### config.mk
export PLATFORM = sky130hd
export DESIGN_NAME = euler_rate_to_angular_accel
export DESIGN_NICKNAME = d
export VERILOG_FILES = /design/src/sv/eraa_pkg.sv /design/src/sv/eraa_cordic.sv /design/src/sv/euler_rate_to_angular_accel.sv
export SDC_FILE = /design/constraint.sdc
export NUM_CORES = 2
export LEC_CHECK = 0
export ABC_AREA = 1
export BUFFER_PORTS_ARGS = -buffer_cell sky130_fd_sc_hd__clkbuf_2
export CAP_MARGIN = 20
export CORE_MARGIN = 2
export CORE_UTILIZATION = 50
export CTS_CLUSTER_SIZE = 16
export DETAILED_ROUTE_END_ITERATION = 12
export HOLD_SLACK_MARGIN = 0.08
export PLACE_DENSITY_LB_ADDON = 0.2
export SLEW_MARGIN = 20
export SYNTH_ARGS = -nofsm -noshare
export SYNTH_HDL_FRONTEND = slang
export SYNTH_SLANG_ARGS = --single-unit
### constraint.sdc
create_clock -name clock -period 14 [get_ports clock]
set_input_delay 2.8 -clock clock [delete_from_list [all_inputs] [get_ports clock]]
set_output_delay 2.8 -clock clock [all_outputs]
set_load 0.02 [all_outputs]
### src/sv/eraa_pkg.sv
// shared types, constants and the arctangent table for the euler rate block
package eraa_pkg;

   localparam int REQ_W  = 136;
   localparam int RSP_W  = 208;
   localparam int CSR_AW = 1;
   localparam int CSR_DW = 16;

   localparam logic [CSR_AW-1:0] CSR_UPDATE_RATE = 1'd0;
   localparam logic [CSR_AW-1:0] CSR_GRAVITY     = 1'd1;

   localparam logic [15:0] RATE_RESET = 16'd250;
   localparam logic [14:0] GRAV_RESET = 15'd10035;

   localparam int CORDIC_STEPS_DEF = 16;
   localparam int ATAN_LEN         = 24;
   localparam int ITER_W           = $clog2(ATAN_LEN);
   localparam int CW               = 20;

   localparam logic signed [CW-1:0] CORDIC_GAIN = 20'sd39797;
   localparam logic signed [CW-1:0] PI_Q16      = 20'sd205887;
   localparam logic signed [CW-1:0] HALF_PI_Q16 = 20'sd102944;

   typedef struct packed {
      logic                 done;
      logic signed [CW-1:0] cos_v;
      logic signed [CW-1:0] sin_v;
   } cordic_res_type;

   // atan(2^-i) at 2^-16 rad
   function automatic logic signed [CW-1:0] atan_q16(input logic [ITER_W-1:0] idx);
      logic signed [CW-1:0] r;
      case (idx)
         5'd0:  r = 20'sd51472;
         5'd1:  r = 20'sd30386;
         5'd2:  r = 20'sd16055;
         5'd3:  r = 20'sd8150;
         5'd4:  r = 20'sd4091;
         5'd5:  r = 20'sd2047;
         5'd6:  r = 20'sd1024;
         5'd7:  r = 20'sd512;
         5'd8:  r = 20'sd256;
         5'd9:  r = 20'sd128;
         5'd10: r = 20'sd64;
         5'd11: r = 20'sd32;
         5'd12: r = 20'sd16;
         5'd13: r = 20'sd8;
         5'd14: r = 20'sd4;
         5'd15: r = 20'sd2;
         5'd16: r = 20'sd1;
         default: r = 20'sd0;
      endcase
      return r;
   endfunction

endpackage

### src/sv/eraa_cordic.sv
// iterative rotation-mode cordic, one micro-rotation per cycle
module eraa_cordic #(
   parameter int STEPS = eraa_pkg::CORDIC_STEPS_DEF
) (
   input  logic                         clock,
   input  logic                         reset,
   input  logic                         start,
   input  logic signed [15:0]           angle,
   output eraa_pkg::cordic_res_type     res
);
   import eraa_pkg::*;

   localparam int EFF_STEPS = (STEPS > ATAN_LEN) ? ATAN_LEN : STEPS;
   localparam logic [ITER_W-1:0] LAST_ITER = ITER_W'(EFF_STEPS - 1);

   logic                 busy_ff;
   logic                 done_ff;
   logic                 neg_ff;
   logic [ITER_W-1:0]    iter_ff;
   logic signed [CW-1:0] x_ff, y_ff, z_ff;

   logic signed [CW-1:0] z_start, xs, ys, at;

   always_comb begin
      z_start = {angle[15], angle, 3'b000};
      xs = x_ff >>> iter_ff;
      ys = y_ff >>> iter_ff;
      at = atan_q16(iter_ff);
   end

   always_ff @(posedge clock) begin
      if (reset) begin
         busy_ff <= 1'b0;
         done_ff <= 1'b0;
      end else begin
         done_ff <= busy_ff && (iter_ff == LAST_ITER);
         if (start) begin
            busy_ff <= 1'b1;
         end else if (busy_ff && (iter_ff == LAST_ITER)) begin
            busy_ff <= 1'b0;
         end
      end
   end

   always_ff @(posedge clock) begin
      if (start) begin
         iter_ff <= '0;
         x_ff    <= CORDIC_GAIN;
         y_ff    <= '0;
         // fold angles beyond a quarter turn, sign fixed at the output
         if (z_start > HALF_PI_Q16) begin
            z_ff   <= z_start - PI_Q16;
            neg_ff <= 1'b1;
         end else if (z_start < -HALF_PI_Q16) begin
            z_ff   <= z_start + PI_Q16;
            neg_ff <= 1'b1;
         end else begin
            z_ff   <= z_start;
            neg_ff <= 1'b0;
         end
      end else if (busy_ff) begin
         iter_ff <= iter_ff + 1'b1;
         if (!z_ff[CW-1]) begin
            x_ff <= x_ff - ys;
            y_ff <= y_ff + xs;
            z_ff <= z_ff - at;
         end else begin
            x_ff <= x_ff + ys;
            y_ff <= y_ff - xs;
            z_ff <= z_ff + at;
         end
      end
   end

   assign res.done  = done_ff;
   assign res.cos_v = neg_ff ? -x_ff : x_ff;
   assign res.sin_v = neg_ff ? -y_ff : y_ff;

endmodule

### src/sv/euler_rate_to_angular_accel.sv
// euler rate to angular velocity and angular acceleration, top level
// One word at a time: after a request word is taken the block runs the pitch angle and then
// the yaw angle through a shared iterative CORDIC, then pushes ten products through one
// registered 20x20 multiplier, one a cycle. req_tready is high only while idle; a finished
// result waits in the output register until taken and the next word may already be accepted.
// The previous angular velocity is cleared by reset.
module euler_rate_to_angular_accel #(
   parameter int CORDIC_STEPS = eraa_pkg::CORDIC_STEPS_DEF
) (
   input  logic                          clock,
   input  logic                          reset,
   input  logic                          req_tvalid,
   output logic                          req_tready,
   // lin_acc_x, lin_acc_y, lin_acc_z, pitch_angle, yaw_angle, rate_x, rate_y, rate_z
   input  logic [eraa_pkg::REQ_W-1:0]    req_tdata,
   output logic                          rsp_tvalid,
   input  logic                          rsp_tready,
   // out_lin_x, out_lin_y, out_lin_z, omega_x, omega_y, omega_z, ang_acc_x, ang_acc_y, ang_acc_z
   output logic [eraa_pkg::RSP_W-1:0]    rsp_tdata,
   input  logic                          csr_we,
   input  logic [eraa_pkg::CSR_AW-1:0]   csr_addr,
   input  logic [eraa_pkg::CSR_DW-1:0]   csr_wdata
);
   import eraa_pkg::*;

   localparam logic [2:0] S_IDLE  = 3'd0;
   localparam logic [2:0] S_PITCH = 3'd1;
   localparam logic [2:0] S_YAW   = 3'd2;
   localparam logic [2:0] S_MUL   = 3'd3;
   localparam logic [2:0] S_FIN   = 3'd4;

   localparam logic [3:0] OP_CYCZ    = 4'd0;
   localparam logic [3:0] OP_CYSZ    = 4'd1;
   localparam logic [3:0] OP_CYCZ_RX = 4'd2;
   localparam logic [3:0] OP_SZ_RY   = 4'd3;
   localparam logic [3:0] OP_CYSZ_RX = 4'd4;
   localparam logic [3:0] OP_CZ_RY   = 4'd5;
   localparam logic [3:0] OP_SY_RX   = 4'd6;
   localparam logic [3:0] OP_ACC_X   = 4'd7;
   localparam logic [3:0] OP_ACC_Y   = 4'd8;
   localparam logic [3:0] OP_ACC_Z   = 4'd9;
   localparam logic [3:0] MUL_LAST   = 4'd10;

   function automatic logic signed [24:0] rnd16(input logic signed [40:0] v);
      logic signed [40:0] t;
      t = v + 41'sd32768;
      return t[40:16];
   endfunction

   function automatic logic signed [16:0] sat17(input logic signed [24:0] v);
      logic signed [16:0] r;
      if (v > 25'sd65535)       r = 17'sd65535;
      else if (v < -25'sd65536) r = -17'sd65536;
      else                      r = v[16:0];
      return r;
   endfunction

   function automatic logic signed [31:0] sat32(input logic signed [39:0] v);
      logic signed [31:0] r;
      if (v > 40'sd2147483647)       r = 32'sh7fffffff;
      else if (v < -40'sd2147483648) r = 32'sh80000000;
      else                           r = v[31:0];
      return r;
   endfunction

   logic [2:0]  state_ff, state_in;
   logic [3:0]  op_ff, op_in;
   logic [15:0] rate_ff;
   logic [14:0] grav_ff;

   logic signed [17:0] lx_ff, ly_ff, lz_ff;
   logic signed [15:0] yaw_ff, rx_ff, ry_ff, rz_ff;
   logic signed [CW-1:0] cy_ff, sy_ff, cz_ff, sz_ff, cycz_ff, cysz_ff;
   logic signed [39:0] prod_ff;
   logic signed [40:0] acc_ff;
   logic signed [16:0] w_ff    [3];
   logic signed [16:0] prev_ff [3];
   logic signed [31:0] aacc_ff [3];
   logic               rsp_tvalid_ff;
   logic [RSP_W-1:0]   rsp_data_ff;

   logic                 accept, load_out;
   logic signed [15:0]   cord_angle;
   cordic_res_type       cord_res;
   logic signed [CW-1:0] mul_a, mul_b;
   logic signed [17:0]   diff [3];
   logic [3:0]           proc_op;
   logic signed [40:0]   prod_ext;
   logic signed [18:0]   out_z;

   assign req_tready = (state_ff == S_IDLE);
   assign accept     = req_tvalid && req_tready;
   assign load_out   = (state_ff == S_FIN) && (!rsp_tvalid_ff || rsp_tready);
   assign cord_angle = (state_ff == S_IDLE) ? signed'(req_tdata[69:54]) : yaw_ff;

   eraa_cordic #(.STEPS(CORDIC_STEPS)) u_cordic (
      .clock (clock),
      .reset (reset),
      .start (accept || ((state_ff == S_PITCH) && cord_res.done)),
      .angle (cord_angle),
      .res   (cord_res)
   );

   // config registers
   always_ff @(posedge clock) begin
      if (reset) begin
         rate_ff <= RATE_RESET;
         grav_ff <= GRAV_RESET;
      end else if (csr_we) begin
         case (csr_addr)
            CSR_UPDATE_RATE: rate_ff <= csr_wdata;
            CSR_GRAVITY:     grav_ff <= csr_wdata[14:0];
            default: ;
         endcase
      end
   end

   // sequencer
   always_comb begin
      state_in = state_ff;
      op_in    = op_ff;
      case (state_ff)
         S_IDLE:  if (accept) state_in = S_PITCH;
         S_PITCH: if (cord_res.done) state_in = S_YAW;
         S_YAW: begin
            if (cord_res.done) begin
               state_in = S_MUL;
               op_in    = '0;
            end
         end
         S_MUL: begin
            op_in = op_ff + 1'b1;
            if (op_ff == MUL_LAST) state_in = S_FIN;
         end
         S_FIN:   if (load_out) state_in = S_IDLE;
         default: state_in = S_IDLE;
      endcase
   end

   always_ff @(posedge clock) begin
      if (reset) begin
         state_ff <= S_IDLE;
         op_ff    <= '0;
      end else begin
         state_ff <= state_in;
         op_ff    <= op_in;
      end
   end

   // shared multiplier operand select
   always_comb begin
      for (int k = 0; k < 3; k++) begin
         diff[k] = {w_ff[k][16], w_ff[k]} - {prev_ff[k][16], prev_ff[k]};
      end
      mul_a = '0;
      mul_b = '0;
      case (op_ff)
         OP_CYCZ:    begin mul_a = cy_ff;   mul_b = cz_ff; end
         OP_CYSZ:    begin mul_a = cy_ff;   mul_b = sz_ff; end
         OP_CYCZ_RX: begin mul_a = cycz_ff; mul_b = CW'(rx_ff); end
         OP_SZ_RY:   begin mul_a = sz_ff;   mul_b = CW'(ry_ff); end
         OP_CYSZ_RX: begin mul_a = cysz_ff; mul_b = CW'(rx_ff); end
         OP_CZ_RY:   begin mul_a = cz_ff;   mul_b = CW'(ry_ff); end
         OP_SY_RX:   begin mul_a = sy_ff;   mul_b = CW'(rx_ff); end
         OP_ACC_X:   begin mul_a = CW'(diff[0]); mul_b = signed'({4'b0, rate_ff}); end
         OP_ACC_Y:   begin mul_a = CW'(diff[1]); mul_b = signed'({4'b0, rate_ff}); end
         OP_ACC_Z:   begin mul_a = CW'(diff[2]); mul_b = signed'({4'b0, rate_ff}); end
         default: ;
      endcase
   end

   // product of the previous op is registered and consumed in the next cycle
   assign proc_op  = op_ff - 1'b1;
   assign prod_ext = {prod_ff[39], prod_ff};

   always_ff @(posedge clock) begin
      if (accept) begin
         lx_ff  <= signed'(req_tdata[17:0]);
         ly_ff  <= signed'(req_tdata[35:18]);
         lz_ff  <= signed'(req_tdata[53:36]);
         yaw_ff <= signed'(req_tdata[85:70]);
         rx_ff  <= signed'(req_tdata[101:86]);
         ry_ff  <= signed'(req_tdata[117:102]);
         rz_ff  <= signed'(req_tdata[133:118]);
      end
      if ((state_ff == S_PITCH) && cord_res.done) begin
         cy_ff <= cord_res.cos_v;
         sy_ff <= cord_res.sin_v;
      end
      if ((state_ff == S_YAW) && cord_res.done) begin
         cz_ff <= cord_res.cos_v;
         sz_ff <= cord_res.sin_v;
      end
      prod_ff <= mul_a * mul_b;
      if ((state_ff == S_MUL) && (op_ff != '0)) begin
         case (proc_op)
            OP_CYCZ:    cycz_ff <= CW'(rnd16(prod_ext));
            OP_CYSZ:    cysz_ff <= CW'(rnd16(prod_ext));
            OP_CYCZ_RX: acc_ff  <= prod_ext;
            OP_SZ_RY:   w_ff[0] <= sat17(rnd16(acc_ff - prod_ext));
            OP_CYSZ_RX: acc_ff  <= prod_ext;
            OP_CZ_RY:   w_ff[1] <= sat17(rnd16(acc_ff + prod_ext));
            OP_SY_RX:   w_ff[2] <= sat17(rnd16({{9{rz_ff[15]}}, rz_ff, 16'b0} - prod_ext));
            OP_ACC_X:   aacc_ff[0] <= sat32(prod_ff);
            OP_ACC_Y:   aacc_ff[1] <= sat32(prod_ff);
            OP_ACC_Z:   aacc_ff[2] <= sat32(prod_ff);
            default: ;
         endcase
      end
   end

   // previous angular velocity
   always_ff @(posedge clock) begin
      if (reset) begin
         for (int k = 0; k < 3; k++) prev_ff[k] <= '0;
      end else if (load_out) begin
         for (int k = 0; k < 3; k++) prev_ff[k] <= w_ff[k];
      end
   end

   // output word register
   assign out_z = {lz_ff[17], lz_ff} + signed'({4'b0, grav_ff});

   always_ff @(posedge clock) begin
      if (reset) begin
         rsp_tvalid_ff <= 1'b0;
      end else if (load_out) begin
         rsp_tvalid_ff <= 1'b1;
      end else if (rsp_tready) begin
         rsp_tvalid_ff <= 1'b0;
      end
   end

   always_ff @(posedge clock) begin
      if (load_out) begin
         rsp_data_ff <= {4'b0, aacc_ff[2], aacc_ff[1], aacc_ff[0],
                         w_ff[2], w_ff[1], w_ff[0],
                         out_z, ly_ff[17], ly_ff, lx_ff[17], lx_ff};
      end
   end

   assign rsp_tvalid = rsp_tvalid_ff;
   assign rsp_tdata  = rsp_data_ff;

   a_cordic_done_in_angle_state: assert property (@(posedge clock) disable iff (reset)
      cord_res.done |-> ((state_ff == S_PITCH) || (state_ff == S_YAW)))
      else $error("cordic finished outside an angle phase");

   a_accept_starts_pitch: assert property (@(posedge clock) disable iff (reset)
      accept |=> (state_ff == S_PITCH))
      else $error("accepted word did not start the pitch phase");

   a_op_in_range: assert property (@(posedge clock) disable iff (reset)
      (state_ff == S_MUL) |-> (op_ff <= MUL_LAST))
      else $error("multiplier op counter out of range");

   a_load_shows_result: assert property (@(posedge clock) disable iff (reset)
      load_out |=> (rsp_tvalid && (state_ff == S_IDLE)))
      else $error("result word not presented after load");

endmodule

Word-level counts from Yosys, hierarchy flattened
Memories as Yosys holds them, arrays and structs flattened. A register that Yosys moved wholly into a read port is not among the register bits.
Cells that the tools add are included.
{"block": "word_totals", "register_bits": 629, "mem_bits_rw": 198, "romBits": 512, "n_memories": 4}
{"block": "op_classes", "n_addsub": 24, "n_mul": 1, "magnitude_cmp": 10, "n_eq_ne": 29, "n_shift": 2, "n_mux": 85, "bitwise": 4, "n_reduce_logical": 33}
{"name": "(name not given)", "words": 32, "width": 16, "rd": 1, "rd_ports_with_merged_regs": 1, "wr": 0, "line_no": "eraa_pkg.sv:33", "text": "case (idx)"}
{"name": "aacc_ff", "words": 3, "width": 32, "rd": 3, "rd_ports_with_merged_regs": 3, "wr": 1, "line_no": "euler_rate_to_angular_accel.sv:78", "text": "logic signed [31:0] aacc_ff [3];"}
{"name": "prev_ff", "words": 3, "width": 17, "rd": 3, "rd_ports_with_merged_regs": 0, "wr": 3, "line_no": "euler_rate_to_angular_accel.sv:77", "text": "logic signed [16:0] prev_ff [3];"}
{"name": "w_ff", "words": 3, "width": 17, "rd": 3, "rd_ports_with_merged_regs": 0, "wr": 1, "line_no": "euler_rate_to_angular_accel.sv:76", "text": "logic signed [16:0] w_ff [3];"}
{"operator": "2-to-1 mux 32 bit", "n": 10}
{"operator": "2-to-1 mux 17 bit", "n": 17}
{"operator": "2-to-1 mux 20 bit", "n": 9}
{"operator": "case mux 20 bit (9 select lines)", "n": 1}
{"operator": "adder 41 x 17 -> 41 bit, second input constant", "n": 3}
{"operator": "case mux 20 bit (5 select lines)", "n": 1}
{"operator": "greater-than comparator 25 x 17 -> 1 bit, second input constant", "n": 3}
{"operator": "less-than comparator 25 x 17 -> 1 bit, second input constant", "n": 3}
{"operator": "OR reduction 32 bit", "n": 2}
{"operator": "adder 20 bit", "n": 3}
{"operator": "subtractor 20 bit", "n": 3}
{"operator": "subtractor 17 x 17 -> 18 bit", "n": 3}
{"operator": "adder 40 x 40 -> 41 bit", "n": 1}
{"operator": "subtractor 32 x 40 -> 41 bit", "n": 1}
{"operator": "subtractor 40 x 40 -> 41 bit", "n": 1}
{"operator": "greater-than comparator 40 x 32 -> 1 bit, second input constant", "n": 1}
{"operator": "less-than comparator 40 x 32 -> 1 bit, second input constant", "n": 1}
{"operator": "multiplier 20 x 20 -> 40 bit", "n": 1}
{"operator": "negator 20 bit", "n": 2}
{"operator": ">>> shifter 20 x 5 -> 20 bit", "n": 2}
{"operator": "adder 36 x 17 -> 36 bit, second input constant", "n": 1}
{"operator": "OR reduction 17 bit", "n": 2}
{"operator": "equality test 4 x 3 -> 1 bit, second input constant", "n": 8}
{"operator": "2-to-1 mux 1 bit", "n": 32}
{"operator": "other kinds (37)", "n": 77}

Longest topological paths before layout
{"block": "logic_depth", "depth_word": 9, "mapped_depth": 44, "ltp_nobuf": 43}

Modules after synthesis
A second synthesis with hierarchy kept.
{"block": "hier_totals", "cells_unflattened": 7432, "area_unflattened_um2": 63902.5}
{"module": "euler_rate_to_angular_accel", "instances": 1, "cells_per_inst": 5680, "area_each_um2": 53297.4, "seq_area_each_um2": 21941.0}
{"module": "eraa_cordic", "instances": 1, "cells_per_inst": 1752, "area_each_um2": 10605.2, "seq_area_each_um2": 1891.8}

Worst setup path after synthesis
OpenSTA, ideal clock, no wires.
{"block": "synth_timing", "kind": "input to register", "start": "input port rsp_tready", "end": "memory prev_ff[0][0] (data pin)", "arrival_time_ns": 12.966, "setup_slack_ns": 0.891, "stages": 5, "path_buffers": 1, "path_cell_list": "nor2_1 > nor2_1 > nand2_1 > clkbuf_1 > nor2_1"}
{"item": "start: declaration", "line_no": "euler_rate_to_angular_accel.sv:17", "text": "input logic rsp_tready,"}
{"item": "end: declaration", "line_no": "euler_rate_to_angular_accel.sv:77"}

Final worst setup path
{"block": "layout_timing", "start": "register op_ff[1]", "end": "register prod_ff[38]"}
{"block": "layout_between", "elab_chain_len": 4, "elab_cells_between_ends": 17}
{"item": "start: declaration", "line_no": "euler_rate_to_angular_accel.sv:67", "text": "logic [3:0] op_ff, op_in;"}
{"item": "start signal: assignment", "line_no": "euler_rate_to_angular_accel.sv:146", "text": "op_ff <= op_in;"}
{"item": "equality test 4 x 1 -> 1 bit (tied with other cells)", "line_no": "euler_rate_to_angular_accel.sv:157", "text": "case (op_ff)"}
{"item": "OR reduction 2 bit (no source line) or OR reduction 3 bit (tied branches)"}
{"item": "case mux 20 bit (9 select lines) or case mux 20 bit (5 select lines) (tied branches)", "line_no": "euler_rate_to_angular_accel.sv:157"}
{"item": "multiplier 20 x 20 -> 40 bit *", "line_no": "euler_rate_to_angular_accel.sv:194", "text": "prod_ff <= mul_a * mul_b;"}
{"item": "end signal: assignment", "line_no": "euler_rate_to_angular_accel.sv:194"}
{"item": "end: declaration", "line_no": "euler_rate_to_angular_accel.sv:74", "text": "logic signed [39:0] prod_ff;"}
Every way passes the cells marked *; elsewhere a longest branch is shown, timed or not.
A chain may end at the register's enable or synchronous reset.

==> run summary <==
initial core utilization: 50.5%
largest net degree at the start of global routing: 82
CTS clk-pin slew, worst paths: 0.06 ns
Post-synth top flop: edfxtp_1
warnings from Yosys: 0
final hold vios: 0
CP Launch Type: register
setup violators final: 0
width of the die: 361 um
post-cts gate resize count: 0
synth top area cells: edfxtp_1, fa_1, nand2_1
Final HPWL DP: 165000 um
vias in the first global route: 50700
first-pass GRT wire length: 307000 um
layout net count: 8603
setup repair bufs after CTS: 0
Worst EP required: 14.62 ns
CTS Root Cell: clkbuf_16
Clock Latency Late Sink: 0.71 ns
aggregate global routing overflow: 0
row count: 130
Die Area: 130000 sq um
cells after synthesis: 7240
Core ar.: 126000 sq um
final antenna-violating net count: 0
DR vias: 51700
# DRC: 0
final wirelength: 204000 um
GRT met2 Usage: 51.0%
GR peak layer: met2
Highest Clock Rate: 0.0976 GHz
I/O pin count: 368
#FFs+latches synth: 841
FILL cells: 11600
RePlAce Congestion: 1.02
status: finished, final reports clean
register area: 23800 sq um
H-Tree Depth: 3
async set-reset flop share out of synthesis: 0%
Final Max Tran Viols: 0
die height: 361 um
Worst Setup End Kind: register
detailed-router iteration count before antenna repair: 10
RSZ-0062 raised after global routing: false
Synth cell types: 77
layout cells sized above 1: 9.23%
grt met3 use: 5.02%
syn avg cell area: 8.78 sq um
synthesized area: 63600 sq um
Clock Tree Buf Depth: 3
Clock Sinks: 841
Post-synth EDFFs: 699
GRT Total Usage: 31.2%
Slew HR: 25.7%
initial antenna violation count: 15
total CTS buffers: 91
Worst Path Max Fanout: 17
Hold-fix buffers, CTS: 0
cell taking the most area after synthesis: edfxtp_1
Final min period: 10.24 ns
Tightest Pin Transition: 1.11 ns
setup TNS: 0 ns
synth cell count leaders: nand2_1, inv_1, nor2_1
Max Cap Viol: 0
WL/cell: 21.9 um
count leader, synth: nand2_1
area share of the largest cell type after synthesis: 33.0%
Vias/cell: 5.54
sequential area share after synthesis: 37.5%
cell mode on critical path: inv_1
number of port buffers: 361
Min-Delay Path Class: register to register
Arr. time, crit path: 10.87 ns
area of the multi-input gates: 34400 sq um
Iter 0 DRT Violations: 4773
kind of critical path: register to register
clk_skew: 0.0455 ns
Crit-path slowest cell: fa_1
largest stage delay on the critical path: 0.97 ns
met1 Track Usage GR: 41.2%
crit share post-route: 73.2%
CTS tree: built
Area Growth Syn to Fin: 10.7%
==> placed cells by master, fill, tap and decap left out, drive strengths merged, types with 6 or more instances in the layout <==
master and instances:
a211oi 14, a21boi 17, a21o 42, a21oi 373
a221oi 14, a22o 6, a22oi 29, a31oi 37
and2 7, and3 23, buf 70, bufinv 11
clkbuf 476, clkinv 41, dfxtp 142, diode 11
edfxtp 699, fa 415, ha 438, inv 1193
nand2 1478, nand3 395, nand4 74, nor2 741
nor3 90, nor4 22, o2111ai 9, o211ai 24
o21a 14, o21ai 368, o21bai 34, o22ai 13
o31ai 19, or2 19, xnor2 86, xor2 198
==> cell type report <==
cell class | count | area share [%]
antenna | 11 | 0.0391
clock buffer | 115 | 3.51
clock inverter | 54 | 0.923
inverter | 1194 | 6.38
multi-input combinational | 5033 | 48.9
sequential | 841 | 33.9
tap | 1650 | 2.94
timing repair buffer | 431 | 3.37
==> through the flow <==
stage          std cells  setup slack [ns]  util, %  hold WS (ns)  instance area [sq um]
6_report            9329              3.76     55.9         0.413                  70300
5_1_grt             9326              3.22     55.9         0.416                  70300
4_1_cts             9315              3.83     55.8         0.415                  70200
3_5_place_dp        9146              3.90     53.3         0.405                  67100
3_3_place_gp        9146              4.02     53.3         0.400                  67100
2_1_floorplan       7243             0.891        -         0.400                  63600
==> logic make-up (layout without fill, tap and decap cells) <==
group,after synthesis,in the layout,synth area share (%)
XOR/XNOR,284,284,3.91
buffers and inverters,1369,1794,8.54
AND/OR/NAND/NOR,2857,2857,18.8
AO/OA/AOI/OAI,1034,1034,9.48
other,1,15,0.00590
flip-flops,841,841,37.5
adder cells (fa/ha/maj),854,854,21.7
==> worst max-delay path, delay by kind of cell, from the launching register on <==
kind / cells / cell delay [ns]
adder cells (fa/ha/maj): 9 / 4.70
XOR/XNOR: 1 / 0.13
buffers and inverters: 10 / 2.20
flip-flops: 1 / 0.35
AND/OR/NAND/NOR: 12 / 2.74
==> final timing paths <==
check	startpoint	end	slack, ns	cells past startpoint
max reg2reg	op_ff[1]$_SDFFE_PP0P_	prod_ff[38]$_DFF_P_	3.76	32
min reg2reg	lx_ff[14]$_DFFE_PP_	rsp_tdata[14]$_DFFE_PP_	0.41	0
min	lx_ff[14]$_DFFE_PP_	rsp_tdata[14]$_DFFE_PP_	0.41	0
max	op_ff[1]$_SDFFE_PP0P_	prod_ff[38]$_DFF_P_	3.76	32
==> registers in the layout, summed over array words and instances, names as in the netlist, 20 cells and up <==
name	count
rsp_tdata	202
cysz_ff	20
u_cordic.y_ff	20
prev_ff	51
aacc_ff	96
sz_ff	20
cz_ff	20
u_cordic.z_ff	20
u_cordic.x_ff	20
acc_ff	40
sy_ff	20
cycz_ff	20
prod_ff	40
cy_ff	20
w_ff	51
==> per-layer routing <==
metal  wire length, um  part of all wire, %  vias to the layer above
met2             96100                   47                     1897
met5                28                0.014                        -
met3             13900                  6.8                      419
met1             84600                   41                    24900
met4              9550                  4.7                        4
li1                  -                    -                    24400
Power is not shown: default switching activity piles up to over one toggle a cycle in this logic, so the estimate is an artifact.
